`src/rtl/core/kmmne_pkg.sv`:
```
package kmmne_pkg;

	localparam int COLUMNS = 4;
	localparam int ROWS = 4;

	localparam int RowsUsed = (ROWS < 4) ? ROWS : 4;
	localparam logic [3:0] RowMask = 4'((1 << RowsUsed) - 1);

	localparam logic [7:0] NoteOnStatus = 8'h90;
	localparam logic [7:0] NoteOffStatus = 8'h80;

	localparam logic [6:0] BaseNoteReset = 7'd36;
	localparam logic [6:0] OnVelocityReset = 7'd100;
	localparam logic [3:0] MidiChannelReset = 4'd0;

	localparam int ApbAddrW = 4;
	localparam int ApbDataW = 32;

	localparam int FifoDepth = 2;
	localparam int FifoIdxW = $clog2(FifoDepth);
	localparam int FifoCntW = $clog2(FifoDepth + 1);

	typedef enum logic [1:0] {
		RegBaseNote    = 2'd0,
		RegOnVelocity  = 2'd1,
		RegMidiChannel = 2'd2
	} reg_idx_t;

	typedef struct packed {
		logic [6:0] base_note;
		logic [6:0] on_velocity;
		logic [3:0] midi_channel;
	} cfg_t;

	typedef struct packed {
		logic [1:0] column;
		logic [3:0] levels;
		logic [3:0] changed;
	} job_t;

endpackage

```
`src/rtl/core/kmmne_if.sv`:
```
interface kmmne_in_if;
	logic       valid;
	logic       ready;
	logic [1:0] column;
	logic [3:0] row_levels;
	logic       link_ready;

	modport source(output valid, output column, output row_levels, output link_ready,
		input ready);
	modport sink(input valid, input column, input row_levels, input link_ready,
		output ready);
endinterface

interface kmmne_out_if;
	logic       valid;
	logic       ready;
	logic [7:0] status_byte;
	logic [6:0] note_number;
	logic [6:0] velocity;
	logic       last;

	modport source(output valid, output status_byte, output note_number, output velocity,
		output last, input ready);
	modport sink(input valid, input status_byte, input note_number, input velocity,
		input last, output ready);
endinterface

```
`src/rtl/core/key_matrix_midi_note_events_unit.sv`:
```
// Turns column scans of a key matrix into MIDI Note On and Note Off events, one
// event per changed row in ascending row order, with last set on the final event
// of a scan. A scan transaction is accepted in any cycle in which the two-entry
// queue between the scan front end and the event back end has room, so scans can
// arrive back to back; the back end then emits one event per cycle while the
// MIDI sink is ready, so a scan with k changed rows (0 to 4) yields k events.
// Scans with no change or with the link not ready only update the stored row
// levels and produce no events, and a scan of a column outside the matrix is
// ignored entirely. Registers base_note (0x0), on_velocity (0x4) and midi_channel
// (0x8) sit on the APB port and should be written only while idle.
module key_matrix_midi_note_events_unit (
	input  logic                             clk,
	input  logic                             arst_n,
	kmmne_in_if.sink                         scan,
	kmmne_out_if.source                      midi,
	input  logic                             psel,
	input  logic                             penable,
	input  logic                             pwrite,
	input  logic [kmmne_pkg::ApbAddrW-1:0]   paddr,
	input  logic [kmmne_pkg::ApbDataW-1:0]   pwdata,
	output logic [kmmne_pkg::ApbDataW-1:0]   prdata,
	output logic                             pready
);

	kmmne_pkg::cfg_t   cfg_q;
	kmmne_pkg::reg_idx_t reg_idx;
	logic              cfg_wr;
	logic              push;
	logic              pop;
	logic              queue_full;
	logic              queue_empty;
	kmmne_pkg::job_t   push_job;
	kmmne_pkg::job_t   head_job;

	assign pready = 1'b1;
	assign cfg_wr = psel && penable && pwrite && pready;
	assign reg_idx = kmmne_pkg::reg_idx_t'(paddr[3:2]);

	always_ff @(posedge clk or negedge arst_n) begin
		if (!arst_n) begin
			cfg_q.base_note <= kmmne_pkg::BaseNoteReset;
			cfg_q.on_velocity <= kmmne_pkg::OnVelocityReset;
			cfg_q.midi_channel <= kmmne_pkg::MidiChannelReset;
		end else if (cfg_wr) begin
			unique case (reg_idx)
				kmmne_pkg::RegBaseNote: begin
					cfg_q.base_note <= pwdata[6:0];
				end
				kmmne_pkg::RegOnVelocity: begin
					cfg_q.on_velocity <= pwdata[6:0];
				end
				kmmne_pkg::RegMidiChannel: begin
					cfg_q.midi_channel <= pwdata[3:0];
				end
				default: begin
				end
			endcase
		end
	end

	always_comb begin
		unique case (reg_idx)
			kmmne_pkg::RegBaseNote: begin
				prdata = {25'b0, cfg_q.base_note};
			end
			kmmne_pkg::RegOnVelocity: begin
				prdata = {25'b0, cfg_q.on_velocity};
			end
			kmmne_pkg::RegMidiChannel: begin
				prdata = {28'b0, cfg_q.midi_channel};
			end
			default: begin
				prdata = '0;
			end
		endcase
	end

	kmmne_front u_front (
		.clk        (clk),
		.arst_n     (arst_n),
		.scan       (scan),
		.queue_full (queue_full),
		.push       (push),
		.push_job   (push_job)
	);

	kmmne_fifo u_fifo (
		.clk      (clk),
		.arst_n   (arst_n),
		.push     (push),
		.push_job (push_job),
		.pop      (pop),
		.head_job (head_job),
		.full     (queue_full),
		.empty    (queue_empty)
	);

	kmmne_back u_back (
		.clk         (clk),
		.arst_n      (arst_n),
		.cfg         (cfg_q),
		.head_job    (head_job),
		.queue_empty (queue_empty),
		.pop         (pop),
		.midi        (midi)
	);

endmodule

```
`src/rtl/core/kmmne_fifo.sv`:
```
module kmmne_fifo (
	input  logic              clk,
	input  logic              arst_n,
	input  logic              push,
	input  kmmne_pkg::job_t   push_job,
	input  logic              pop,
	output kmmne_pkg::job_t   head_job,
	output logic              full,
	output logic              empty
);

	kmmne_pkg::job_t mem_q [kmmne_pkg::FifoDepth];
	logic [kmmne_pkg::FifoIdxW-1:0] wr_ptr_q;
	logic [kmmne_pkg::FifoIdxW-1:0] rd_ptr_q;
	logic [kmmne_pkg::FifoCntW-1:0] count_q;

	assign full = (count_q == kmmne_pkg::FifoCntW'(kmmne_pkg::FifoDepth));
	assign empty = (count_q == '0);
	assign head_job = mem_q[rd_ptr_q];

	always_ff @(posedge clk or negedge arst_n) begin
		if (!arst_n) begin
			wr_ptr_q <= '0;
			rd_ptr_q <= '0;
			count_q <= '0;
		end else begin
			if (push) begin
				wr_ptr_q <= wr_ptr_q + 1'b1;
			end
			if (pop) begin
				rd_ptr_q <= rd_ptr_q + 1'b1;
			end
			if (push && !pop) begin
				count_q <= count_q + 1'b1;
			end else if (pop && !push) begin
				count_q <= count_q - 1'b1;
			end
		end
	end

	always_ff @(posedge clk) begin
		if (push) begin
			mem_q[wr_ptr_q] <= push_job;
		end
	end

	a_no_push_full: assert property (@(posedge clk) disable iff (!arst_n)
		push |-> !full)
		else $error("transaction pushed into a full queue");

	a_count_bound: assert property (@(posedge clk) disable iff (!arst_n)
		count_q <= kmmne_pkg::FifoCntW'(kmmne_pkg::FifoDepth))
		else $error("queue count out of range");

endmodule

```
`src/rtl/core/kmmne_front.sv`:
```
module kmmne_front (
	input  logic             clk,
	input  logic             arst_n,
	kmmne_in_if.sink         scan,
	input  logic             queue_full,
	output logic             push,
	output kmmne_pkg::job_t  push_job
);

	logic [3:0] prev_q [kmmne_pkg::COLUMNS];
	logic [3:0] prev_rows;
	logic [3:0] levels;
	logic       accept;
	logic       col_ok;

	assign scan.ready = !queue_full;
	assign accept = scan.valid && scan.ready;
	assign col_ok = int'(scan.column) < kmmne_pkg::COLUMNS;
	assign levels = scan.row_levels & kmmne_pkg::RowMask;

	always_comb begin
		prev_rows = kmmne_pkg::RowMask;
		for (int c = 0; c < kmmne_pkg::COLUMNS; c++) begin
			if (int'(scan.column) == c) begin
				prev_rows = prev_q[c];
			end
		end
	end

	assign push_job.column = scan.column;
	assign push_job.levels = levels;
	assign push_job.changed = levels ^ prev_rows;
	assign push = accept && col_ok && scan.link_ready && (push_job.changed != 4'b0);

	always_ff @(posedge clk or negedge arst_n) begin
		if (!arst_n) begin
			for (int c = 0; c < kmmne_pkg::COLUMNS; c++) begin
				prev_q[c] <= kmmne_pkg::RowMask;
			end
		end else if (accept) begin
			for (int c = 0; c < kmmne_pkg::COLUMNS; c++) begin
				if (int'(scan.column) == c) begin
					prev_q[c] <= levels;
				end
			end
		end
	end

endmodule

```
`src/rtl/core/kmmne_back.sv`:
```
module kmmne_back (
	input  logic             clk,
	input  logic             arst_n,
	input  kmmne_pkg::cfg_t  cfg,
	input  kmmne_pkg::job_t  head_job,
	input  logic             queue_empty,
	output logic             pop,
	kmmne_out_if.source      midi
);

	logic            busy_q;
	kmmne_pkg::job_t job_q;
	logic            out_valid_q;
	logic [7:0]      status_q;
	logic [6:0]      note_q;
	logic [6:0]      velocity_q;
	logic            last_q;

	kmmne_pkg::job_t cur;
	logic            cur_valid;
	logic            slot_free;
	logic            fire;
	logic [1:0]      row;
	logic [3:0]      rest;
	logic            press;
	logic [6:0]      note;

	assign cur = busy_q ? job_q : head_job;
	assign cur_valid = busy_q || !queue_empty;
	assign slot_free = !out_valid_q || midi.ready;
	assign fire = cur_valid && slot_free;
	assign pop = fire && !busy_q;

	always_comb begin
		row = 2'd0;
		for (int i = 3; i >= 0; i--) begin
			if (cur.changed[i]) begin
				row = 2'(i);
			end
		end
	end

	assign rest = cur.changed & ~(4'b1 << row);
	assign press = !cur.levels[row];
	assign note = cfg.base_note + 7'(cur.column) * 7'(kmmne_pkg::ROWS) + 7'(row);

	always_ff @(posedge clk or negedge arst_n) begin
		if (!arst_n) begin
			busy_q <= 1'b0;
			out_valid_q <= 1'b0;
		end else begin
			if (fire) begin
				busy_q <= (rest != 4'b0);
				out_valid_q <= 1'b1;
			end else if (midi.ready) begin
				out_valid_q <= 1'b0;
			end
		end
	end

	always_ff @(posedge clk) begin
		if (fire) begin
			job_q.column <= cur.column;
			job_q.levels <= cur.levels;
			job_q.changed <= rest;
			status_q <= (press ? kmmne_pkg::NoteOnStatus : kmmne_pkg::NoteOffStatus)
				| {4'b0, cfg.midi_channel};
			note_q <= note;
			velocity_q <= press ? cfg.on_velocity : 7'd0;
			last_q <= (rest == 4'b0);
		end
	end

	assign midi.valid = out_valid_q;
	assign midi.status_byte = status_q;
	assign midi.note_number = note_q;
	assign midi.velocity = velocity_q;
	assign midi.last = last_q;

	a_busy_has_rows: assert property (@(posedge clk) disable iff (!arst_n)
		busy_q |-> (job_q.changed != 4'b0))
		else $error("job in progress with no rows left");

	a_pop_nonempty: assert property (@(posedge clk) disable iff (!arst_n)
		pop |-> !queue_empty)
		else $error("pop from an empty queue");

endmodule

```
`src/flat_wrapper.sv`:
```
// flat-port wrapper written by rule: the top's interface ports become plain ports
module key_matrix_midi_note_events_unit_flat 
  (clk, arst_n, psel, penable, pwrite, paddr, pwdata, prdata, pready, scan_valid, scan_column, scan_row_levels, scan_link_ready, scan_ready, midi_valid, midi_status_byte, midi_note_number, midi_velocity, midi_last, midi_ready);
  kmmne_in_if scan_i ();
  kmmne_out_if midi_i ();
  input  logic clk;
  input  logic arst_n;
  input  logic psel;
  input  logic penable;
  input  logic pwrite;
  input  logic [kmmne_pkg::ApbAddrW-1:0] paddr;
  input  logic [kmmne_pkg::ApbDataW-1:0] pwdata;
  output logic [kmmne_pkg::ApbDataW-1:0] prdata;
  output logic pready;
  input wire logic [$bits(scan_i.valid)-1:0] scan_valid;
  input wire logic [$bits(scan_i.column)-1:0] scan_column;
  input wire logic [$bits(scan_i.row_levels)-1:0] scan_row_levels;
  input wire logic [$bits(scan_i.link_ready)-1:0] scan_link_ready;
  output wire logic [$bits(scan_i.ready)-1:0] scan_ready;
  output wire logic [$bits(midi_i.valid)-1:0] midi_valid;
  output wire logic [$bits(midi_i.status_byte)-1:0] midi_status_byte;
  output wire logic [$bits(midi_i.note_number)-1:0] midi_note_number;
  output wire logic [$bits(midi_i.velocity)-1:0] midi_velocity;
  output wire logic [$bits(midi_i.last)-1:0] midi_last;
  input wire logic [$bits(midi_i.ready)-1:0] midi_ready;
  assign scan_i.valid = scan_valid;
  assign scan_i.column = scan_column;
  assign scan_i.row_levels = scan_row_levels;
  assign scan_i.link_ready = scan_link_ready;
  assign scan_ready = scan_i.ready;
  assign midi_valid = midi_i.valid;
  assign midi_status_byte = midi_i.status_byte;
  assign midi_note_number = midi_i.note_number;
  assign midi_velocity = midi_i.velocity;
  assign midi_last = midi_i.last;
  assign midi_i.ready = midi_ready;
  key_matrix_midi_note_events_unit u_core (.clk(clk), .arst_n(arst_n), .scan(scan_i), .midi(midi_i), .psel(psel), .penable(penable), .pwrite(pwrite), .paddr(paddr), .pwdata(pwdata), .prdata(prdata), .pready(pready));
endmodule
```
`config.mk`:
```
export PLATFORM = sky130hd
export DESIGN_NAME = key_matrix_midi_note_events_unit_flat
export DESIGN_NICKNAME = d
export VERILOG_FILES = /design/src/rtl/core/kmmne_pkg.sv /design/src/rtl/core/kmmne_if.sv /design/src/rtl/core/key_matrix_midi_note_events_unit.sv /design/src/rtl/core/kmmne_fifo.sv /design/src/rtl/core/kmmne_front.sv /design/src/rtl/core/kmmne_back.sv /design/src/flat_wrapper.sv
export SDC_FILE = /design/constraint.sdc
export NUM_CORES = 1
export LEC_CHECK = 0
export BUFFER_PORTS_ARGS = -buffer_cell sky130_fd_sc_hd__buf_2
export CAP_MARGIN = 5
export CORE_MARGIN = 2
export CORE_UTILIZATION = 50
export DETAILED_ROUTE_END_ITERATION = 12
export PLACE_DENSITY = 0.77
export RECOVER_POWER = 100
export SYNTH_ARGS = -nofsm -noshare
export SYNTH_HDL_FRONTEND = slang
export SYNTH_SLANG_ARGS = --single-unit
export TNS_END_PERCENT = 10
```
`constraint.sdc`:
```
create_clock -name clk -period 4.1 [get_ports clk]
set_input_delay 0.205 -clock clk [delete_from_list [all_inputs] [get_ports clk]]
set_output_delay 0.205 -clock clk [all_outputs]
set_load 0.05 [all_outputs]
```
# Yosys cells after proc, flatten, opt, wreduce, memory -nomap -nowiden
# Memory sizes are Yosys's and may differ from the RTL's.
# Index checks and enable logic that the tools add are counted.
[op_classes]
add_sub_neg = 6
multipliers = 0
n_div = 0
n_lt_le_gt_ge = 1
n_eq_ne = 6
shifts = 1
muxes = 19
bitwise = 4
n_reduce_logical = 32
[op_table]
columns = ["op", "count"]
rows = [
  ["7-bit one-hot mux with 3 select lines", 1],
  ["4-bit two-way mux", 4],
  ["2-bit AND reduction", 7],
  ["2-bit two-way mux", 6],
  ["10-bit two-way mux", 1],
  ["1-bit logical AND", 9],
  ["2-bit == test (second input constant)", 4],
  ["8-bit by 4-bit OR with 8-bit output", 1],
  ["4-bit nonzero test", 2],
  ["7-bit by 2-bit adder with 7-bit output", 1],
  ["7-bit by 4-bit adder with 7-bit output", 1],
  ["1-bit zero test", 6],
  ["2-bit zero test", 3],
  ["1-bit two-way mux", 5],
  ["5-bit two-way mux", 1],
  ["4-bit AND", 1],
  ["2-bit by 1-bit == test with 1-bit output (second input constant)", 2],
  ["4-bit zero test", 1],
  ["4-bit NOT", 1],
  ["2-bit nonzero test", 2],
  ["1-bit by 2-bit left shift with 4-bit output (first input constant)", 1],
  ["4-bit XOR", 1],
  ["2-bit by 3-bit < comparator with 1-bit output (second input constant)", 1],
  ["1-bit adder (second input constant)", 2],
  ["4 further kinds", 5],
]
[word_totals]
reg_bits = 73
latch_bits = 0
ram_bits = 20
mem_bits_ro = 0
inputBits = 50
wordCells = 89
memories = 1
[memory_table]
columns = ["memory", "words", "width", "read_ports", "rd_ports_with_merged_regs", "write_ports", "line", "rtl"]
rows = [
  ["u_core.u_fifo.mem_q", 2, 10, 1, 0, 1, "kmmne_fifo.sv:12", "kmmne_pkg::job_t mem_q [kmmne_pkg::FifoDepth];"],
]

# Logic depth before layout (Yosys ltp)
# Gate-level depths: netlist (run 1).
[logic_depth]
word_depth = 12
depth_mapped = 12

# Cells and area by module
# From an unflattened synthesis (run 1), not the netlist that was laid out.
[hier_totals]
cells_unflattened = 305
hier_area_um2 = 4408.0
[by_module_without_submodules]
columns = ["mod", "n_inst", "cells_per_inst", "area_each_um2", "seq_area_each_um2"]
rows = [
  ["kmmne_back", 1, 110, 1542.7, 950.9],
  ["key_matrix_midi_note_events_unit", 1, 90, 1076.0, 456.7],
  ["kmmne_fifo", 1, 47, 947.2, 700.7],
  ["kmmne_front", 1, 58, 842.1, 420.4],
]

# Least setup slack after synthesis (run 1)
# No wires, ideal clock.
[synth_timing]
path_kind = "reg-to-reg"
start = "reg u_core.u_back.busy_q"
end = "reg u_core.u_back.note_q[6], in the netlist u_core.u_back.midi.note_number[6], data pin"
setup_time_ps = 260
t_arrival_ps = 2250
required_time_ps = 3840
setup_slack_ps = 1589
path_stages_with_launch = 12
path_buffers = 2
cell_sequence = "dfrtp_1 > buf_2 > clkbuf_1 > o21ai_0 > a21oi_1 > nor2_1 > ha_1 > fa_1 > a21o_1 > a21oi_1 > nor2_1 > xor2_1"
[synth_between]
elab_chain_len = 6
elab_cells_between_ends = 7
[synth_lines]
columns = ["item", "line", "rtl"]
rows = [
  ["from (decl)", "kmmne_back.sv:11", "logic busy_q;"],
  ["from (signal assigned)", "kmmne_back.sv:53", "busy_q <= (rest != 4'b0);"],
  ["10-bit two-way mux (*)", "kmmne_back.sv:28", "assign cur = busy_q ? job_q : head_job;"],
  ["branches (longest 4 deep; another with 7-bit by 4-bit adder with 7-bit output)", "-", ""],
  ["7-bit by 2-bit adder with 7-bit output (*)", "kmmne_back.sv:45", "assign note = cfg.base_note + 7'(cur.column) * 7'(kmmne_pkg::ROWS) + 7'(row);"],
  ["net u_core.u_back.note[6]", "kmmne_back.sv:26", "logic [6:0] note;"],
  ["to (signal assigned)", "kmmne_back.sv:68", "note_q <= note;"],
  ["to (decl)", "kmmne_back.sv:15", "logic [6:0] note_q;"],
]
# Mark *: on every way through the listed nets, which the timed path passes.
# A chain may end at the register's enable or synchronous reset.

# Worst setup path in the final report (run 1)
[layout_timing]
start = "reg u_core.u_fifo.rd_ptr_q"
end = "reg u_core.u_back.note_q[6], in the netlist u_core.u_back.midi.note_number[6], data pin"
[layout_between]
elab_chain_len = 7
elab_cells_between_ends = 8
[layout_lines]
columns = ["item", "line", "rtl"]
rows = [
  ["from (decl)", "kmmne_fifo.sv:14", "logic [kmmne_pkg::FifoIdxW-1:0] rd_ptr_q;"],
  ["from (signal assigned)", "kmmne_fifo.sv:31", "rd_ptr_q <= rd_ptr_q + 1'b1;"],
  ["memory read 2 x 10 bit (*)", "-", ""],
  ["10-bit two-way mux (*)", "kmmne_back.sv:28", ""],
  ["branches (longest 4 deep; another with 7-bit by 4-bit adder with 7-bit output)", "-", ""],
  ["7-bit by 2-bit adder with 7-bit output (*)", "kmmne_back.sv:45", ""],
  ["net u_core.u_back.note[6]", "kmmne_back.sv:26", ""],
]
# Marks and branches as above.

==> results of run 1 <==
## cells in the mapped netlist, types with 3 or more instances
library cell	n	area, um2
dfstp_2	21	552
dfrtp_1	19	475
o21ai_0	14	70.1
a21oi_1	6	30.0
nand3_1	5	25.0
nand2_1	23	86.3
xnor2_1	5	43.8
nor3b_1	7	52.6
nor2_1	13	48.8
nand2b_1	3	18.8
ha_1	5	62.6
mux2_2	35	394
edfxtp_1	50	1500
buf_4	30	225
xor2_1	9	78.8
mux2i_1	16	160
clkbuf_1	4	15.0
nor2b_1	3	18.8
mux4_2	3	67.6
o21a_1	3	22.5
## power by group through the flow
stage	sequential, mW	clock, mW	combinational (mW)
floorplan	1.91	0	0.905
global placement	1.64	0	1.42
detailed placement	1.66	0	1.45
CTS	1.64	0.624	1.46
global route	1.68	0.661	1.54
finish	1.64	0.602	1.41
## cells by family (layout without fill, tap and decap cells)
kind of cell / count (synthesis) / count (layout) / synth area share
xor+xnor: 14 / 14 / 0.0294
mux: 55 / 55 / 0.155
flops: 90 / 90 / 0.606
fa+ha+maj: 7 / 7 / 0.0222
simple gates: 64 / 64 / 0.0797
other cells: 2 / 30 / 0.00180
compound gates: 30 / 30 / 0.0423
buf+inv: 38 / 69 / 0.0635
## state kept, by name, summed over array words and instances (netlist names)
signal and cells:
u_core.cfg_q 18, u_core.u_fifo.wr_ptr_q 1, u_core.u_fifo.count_q 2, u_core.u_back.busy_q 1
u_core.u_fifo.mem_q 20, u_core.u_back.midi.valid 1, u_core.u_back.midi.velocity 7, u_core.u_fifo.rd_ptr_q 1
u_core.u_back.midi.note_number 7, u_core.u_back.midi.last 1, u_core.u_front.prev_q 16, u_core.u_back.job_q 10
u_core.u_back.midi.status_byte 5
## worst max-delay path, cell delays in order (launching register included)
cell	delay, ns
dfrtp_1	0.70
mux2_1	0.41
o21ai_2	0.31
a21oi_1	0.19
fa_1	0.46
a21o_1	0.20
a21oi_1	0.24
nor2_1	0.11
xor2_1	0.15
## placed cells by master (no fill, tap or decap), drive strengths merged, types with 2 or more instances in the layout
| cell type | count |
|---|---|
| nor2 | 13 |
| o21a | 3 |
| inv | 3 |
| a21oi | 6 |
| nand2 | 23 |
| buf | 14 |
| mux2i | 16 |
| xor2 | 9 |
| dfrtp | 19 |
| nand3 | 5 |
| o21ai | 15 |
| conb | 30 |
| nor3b | 9 |
| nor2b | 3 |
| xnor2 | 5 |
| nand2b | 3 |
| a21o | 2 |
| mux4 | 4 |
| edfxtp | 50 |
| nand4 | 2 |
| mux2 | 35 |
| ha | 5 |
| clkinv | 3 |
| nor3 | 3 |
| dfstp | 21 |
| clkbuf | 46 |
## final timing paths
| path | depth (start not counted) | slack (ns) | to |
|---|---|---|---|
| worst max-delay path | 8 | 1.10 | u_core.u_back.midi.note_number[6]$_DFFE_PP_ |
| worst min-delay path | 2 | 0.09 | u_core.cfg_q[17]$_DFFE_PN0P_ |
| worst max register to register | 8 | 1.10 | u_core.u_back.midi.note_number[6]$_DFFE_PP_ |
| worst min register to register | 0 | 0.47 | u_core.u_back.midi.status_byte[2]$_DFFE_PP_ |
| max in group asynchronous | 2 | 1.85 | u_core.cfg_q[7]$_DFFE_PN0P_ |
| min in group asynchronous | 2 | 1.02 | u_core.u_fifo.wr_ptr_q$_DFFE_PN0P_ |
## layout make-up
type	count	area, um2
multi-input cells	200	1460
clock inverters	7	77.6
inverters	1	3.75
clock buffers	9	124
flip-flops and latches	90	2530
fillers	696	3590
repair buffers	52	219
well taps	105	131
## routing by layer
layer | GRT usage | wire length [um] | up-vias | share of wire
li1 | - | - | 1133 | -
met4 | 0.0592 | 58 | 0 | 0.0082
met5 | 0 | 0 | - | 0
met1 | 0.210 | 2930 | 1164 | 0.41
met3 | 0.0466 | 382 | 4 | 0.054
met2 | 0.265 | 3700 | 83 | 0.52
## metrics by stage
stage,hold WS [ns],total power [mW],std cells
2_1_floorplan,-0.0906,2.81,328
3_3_place_gp,0.366,3.05,447
3_5_place_dp,0.382,3.11,447
4_1_cts,0.0725,3.73,464
5_1_grt,0.0706,3.88,464
6_report,0.0919,3.66,464
==> out/results.ini, run 1 <==
[pwr]
power_switching_mw = 1.49
ir_worst_vdd_uv = 368
sw_frac_of_total = 0.407
power_density_nw_per_um2 = 805
internal-power_mw = 2.17
clockPowerShare = 0.164
p_leak_nw = 1.79
p_comb_frac = 0.386
p_seq_frac = 0.449

[floorplan]
start_util = 0.513
pin_count = 108
fp.dieArea_um2 = 9090
coreArea_um2 = 8130
rows = 33
die_h_um = 95.4
die_x_um = 95.4

[synth]
synth_cell_type_count = 40
synth_flop_cell = edfxtp_1
synth_cells = 300
syn_area_per_cell_um2 = 13.9
syn_area_um2 = 4170
async_reset_ff_frac = 0.444
ys_seq_elements = 90
seq_area_frac_synth = 0.606
synth_edf_count = 50
ys_warn_count = 0

[cells_and_area]
diodes = 0
final_area_um2 = 4550
drive_gt1_frac = 0.251
syn_to_final_growth_pct = 8.96
nets = 410
final_util = 0.559

[place]
port_buffers = 51
place_area_um2 = 4400
hpwl_um = 4920
dpl_worst_slack_ns = 1.10
place_congestion = 0.787

[grt]
grt_first_pass_wirelength_um = 11100
grt_antenna_before_repair = 0
grt_usage = 0.163
grt_overflow = 0
grt_pass1_vias = 2229
grt_max_degree = 41

[critical_path]
worst-path-max-fanout = 11
worstSetupPathType = flip-flop to flip-flop
required_ns = 4.21
r2r-start = u_core.u_fifo.rd_ptr_q$_DFFE_PN0P_
worst_setup_path_start_kind = flip-flop
worstSetupStartpoint = u_core.u_fifo.rd_ptr_q$_DFFE_PN0P_
cp-end-kind = flip-flop
arrival_ns = 3.11

[hold_path]
min-delay-start = pwdata[6]
min_path_type = primary input to flip-flop

[sta]
final-hold-violation-count = 0
fin_crit_ns = 3.00
fin_ws_ns = 1.10
slew_headroom = -0.436
period_share = 0.732
rsz0062_at_grt = no
fin_setup_tns_ns = 0
clock_skew_ns = 0.0125
fmax_mhz = 333
slew_violations = 41
finalSetupViolCount = 0
tightestPinTransition_ns = 2.15

[cts]
cts_tree = done
cts_hold_buffers = 1
root_buffer = clkbuf_8
clk_pin_slew_ns = 0.09
cts_buffers = 9
cts_resized = 0
post_cts_buffers = 0
htreeDepth = 3
cts_sinks = 90
insertion_delay_ns = 0.35
clk_path_buf_depth = 2

[flow_run]
drv_cap = 1

[drt]
wire_per_inst_um = 15.2
drc = 0
first_pass_iters = 5
detail_route.vias_per_cell = 5.14
ant_nets = 0
wirelength_um = 7070
drt-initial-drc-count = 164
vias = 2384

[run_status]
status = complete, but fails checks
violations = capacitance limit, slew limit

No activity file was read; power rests on OpenSTA's default activity.
==> inputs of run 2 (changes only) <==
--- a/config.mk
+++ b/config.mk
@@ -8,7 +8,7 @@
 export BUFFER_PORTS_ARGS = -buffer_cell sky130_fd_sc_hd__buf_2
 export CAP_MARGIN = 5
 export CORE_MARGIN = 2
-export CORE_UTILIZATION = 50
+export CORE_UTILIZATION = 48
 export DETAILED_ROUTE_END_ITERATION = 12
 export PLACE_DENSITY = 0.77
 export RECOVER_POWER = 100
==> constraint.sdc (replaced) <==
create_clock -name clk -period 2.55 [get_ports clk]
set_input_delay 0.1275 -clock clk [delete_from_list [all_inputs] [get_ports clk]]
set_output_delay 0.1275 -clock clk [all_outputs]
set_load 0.05 [all_outputs]
==> out/results.ini, run 2 (synthesis results as in run 1) <==
[grt]
grt_pass1_vias = 2438  ; was 2229
grt_max_degree = 41  ; unchanged
grt_antenna_before_repair = 0  ; unchanged
grt_first_pass_wirelength_um = 11900  ; was 11100 um
grt_overflow = 0  ; unchanged
grt_usage = 0.162  ; was 0.163

[pwr]
p_leak_nw = 1.90  ; was 1.79 nW
power_density_nw_per_um2 = 1310  ; was 805 nW/um2
ir_worst_vdd_uv = 606  ; was 368 uV

[drt]
drc = 0  ; unchanged
drt-initial-drc-count = 127  ; was 164
first_pass_iters = 4  ; was 5
wirelength_um = 7360  ; was 7070 um
detail_route.vias_per_cell = 5.02  ; was 5.14
ant_nets = 0  ; unchanged
wire_per_inst_um = 15.0  ; was 15.2 um
vias = 2461  ; was 2384

[floorplan]
die_x_um = 97.3  ; was 95.4 um
fp.dieArea_um2 = 9460  ; was 9090 um2
rows = 34  ; was 33
start_util = 0.486  ; was 0.513
pin_count = 108  ; unchanged
coreArea_um2 = 8590  ; was 8130 um2
die_h_um = 97.3  ; was 95.4 um

[sta]
slew_headroom = 0.194  ; was -0.436
fin_setup_tns_ns = 0  ; unchanged
fmax_mhz = 419  ; was 333 MHz
clock_skew_ns = 0.00937  ; was 0.0125 ns
period_share = 0.937  ; was 0.732
finalSetupViolCount = 0  ; unchanged
fin_crit_ns = 2.39  ; was 3.00 ns
slew_violations = 0  ; was 41
tightestPinTransition_ns = 1.21  ; was 2.15 ns
fin_ws_ns = 0.161  ; was 1.10 ns
final-hold-violation-count = 0  ; unchanged

[critical_path]
worst_setup_path_start_kind = flip-flop  ; unchanged
arrival_ns = 2.50  ; was 3.11 ns
worstSetupPathType = flip-flop to flip-flop  ; unchanged
worst-path-max-fanout = 5  ; was 11
r2r-start = u_core.u_fifo.rd_ptr_q$_DFFE_PN0P_  ; unchanged
cp-end-kind = flip-flop  ; unchanged
worstSetupStartpoint = u_core.u_fifo.rd_ptr_q$_DFFE_PN0P_  ; unchanged
required_ns = 2.66  ; was 4.21 ns

[cells_and_area]
fillCellCount = 701  ; was 696
top_register = u_core.u_fifo.mem_q  ; unchanged
diodes = 0  ; unchanged
final_common_cell = edfxtp_1  ; unchanged
drive_gt1_frac = 0.312  ; was 0.251
top_regs = u_core.u_fifo.mem_q x20, u_core.cfg_q x18, u_core.u_front.prev_q x16  ; unchanged
syn_to_final_growth_pct = 13.5  ; was 8.96%
largest_register_ffs = 20  ; unchanged
nets = 433  ; was 410
final_cell_mix = edfxtp_1, clkbuf_1, mux2_2, conb_1, nand2_1  ; unchanged

[cts]
clk_pin_slew_ns = 0.09  ; about the same
insertion_delay_ns = 0.36  ; was 0.35 ns
cts_tree = done  ; unchanged
root_buffer = clkbuf_8  ; unchanged
htreeDepth = 3  ; unchanged
cts_sinks = 90  ; unchanged
cts_buffers = 9  ; unchanged
clk_path_buf_depth = 2  ; unchanged
post_cts_buffers = 0  ; unchanged

[run_status]
status = completed  ; was complete, but fails checks

[hold_path]
min_path_type = primary input to flip-flop  ; unchanged
min-delay-start = pwdata[6]  ; unchanged

[place]
hpwl_um = 5090  ; was 4920 um
place_congestion = 0.831  ; was 0.787
port_buffers = 51  ; unchanged
dpl_worst_slack_ns = -0.0296  ; was 1.10 ns

[flow_run]
drv_cap = 0  ; was 1

==> run 2: routing by layer <==
layer | GRT usage | wire length (um)
met5 | 0 | 0
met4 | 0.0620 | 117
met3 | 0.0439 | 362
met2 | 0.272 | 3730
met1 | 0.202 | 3150
==> run 2: area by class of cell <==
type / instances / area [um2] / share of cell area
Multi-Input combinational cell: 200 / 1510 / 0.318
Tap cell: 108 / 135 / 0.0285
Clock buffer: 10 / 128 / 0.0269
Sequential cell: 90 / 2530 / 0.534
Inverter: 1 / 3.75 / 0.000792
Clock inverter: 6 / 63.8 / 0.0135
Timing Repair Buffer: 75 / 373 / 0.0787
==> run 2: worst max-delay path: stages (launching register included) <==
cell and delay (ns):
dfrtp_2 0.44, mux2i_1 0.29, o21ai_2 0.09, a21oi_1 0.14, nor2_1 0.06, ha_1 0.21
fa_2 0.35, a21o_1 0.19, a21oi_2 0.15, nor2_1 0.08, xor2_1 0.14
==> run 2: metrics by stage <==
step	cell area, um2	instances	power, mW	hold WS, ns	util
CTS	4780	489	6.27	0.00123	0.557
detailed placement	4570	472	5.27	0.298	0.532
global placement	4570	472	5.16	0.290	0.532
finish	4740	490	6.19	0.0195	0.552
floorplan	4280	328	4.53	-0.168	-
global route	4740	490	6.57	0.00814	0.552
==> run 2: power breakdown <==
group | switching [mW] | internal, mW
Clock | 0.500 | 0.458
Combinational | 1.70 | 0.924
Sequential | 0.285 | 2.33
==> run 2: repair_timing <==
action	4_1_cts	5_1_grt
hold endpoints to repair	19	1
hold buffers	1	1
pin swaps	0	2
resized for setup	4	13
endpoints found under the setup margin	2	3
gates cloned	0	0
==> run 2: worst paths after layout <==
kind                                                          endpoint  slack, ns  depth (start not counted)
setup / recovery           u_core.u_back.midi.note_number[6]$_DFFE_PP_       0.16                         10
hold / removal                            u_core.cfg_q[17]$_DFFE_PN0P_       0.02                          2
setup reg to reg           u_core.u_back.midi.note_number[6]$_DFFE_PP_       0.16                         10
hold reg to reg            u_core.u_back.midi.status_byte[1]$_DFFE_PP_       0.47                          0
max in group asynchronous             u_core.u_back.busy_q$_DFFE_PN0P_       1.41                          2
min in group asynchronous           u_core.u_fifo.wr_ptr_q$_DFFE_PN0P_       0.47                          2
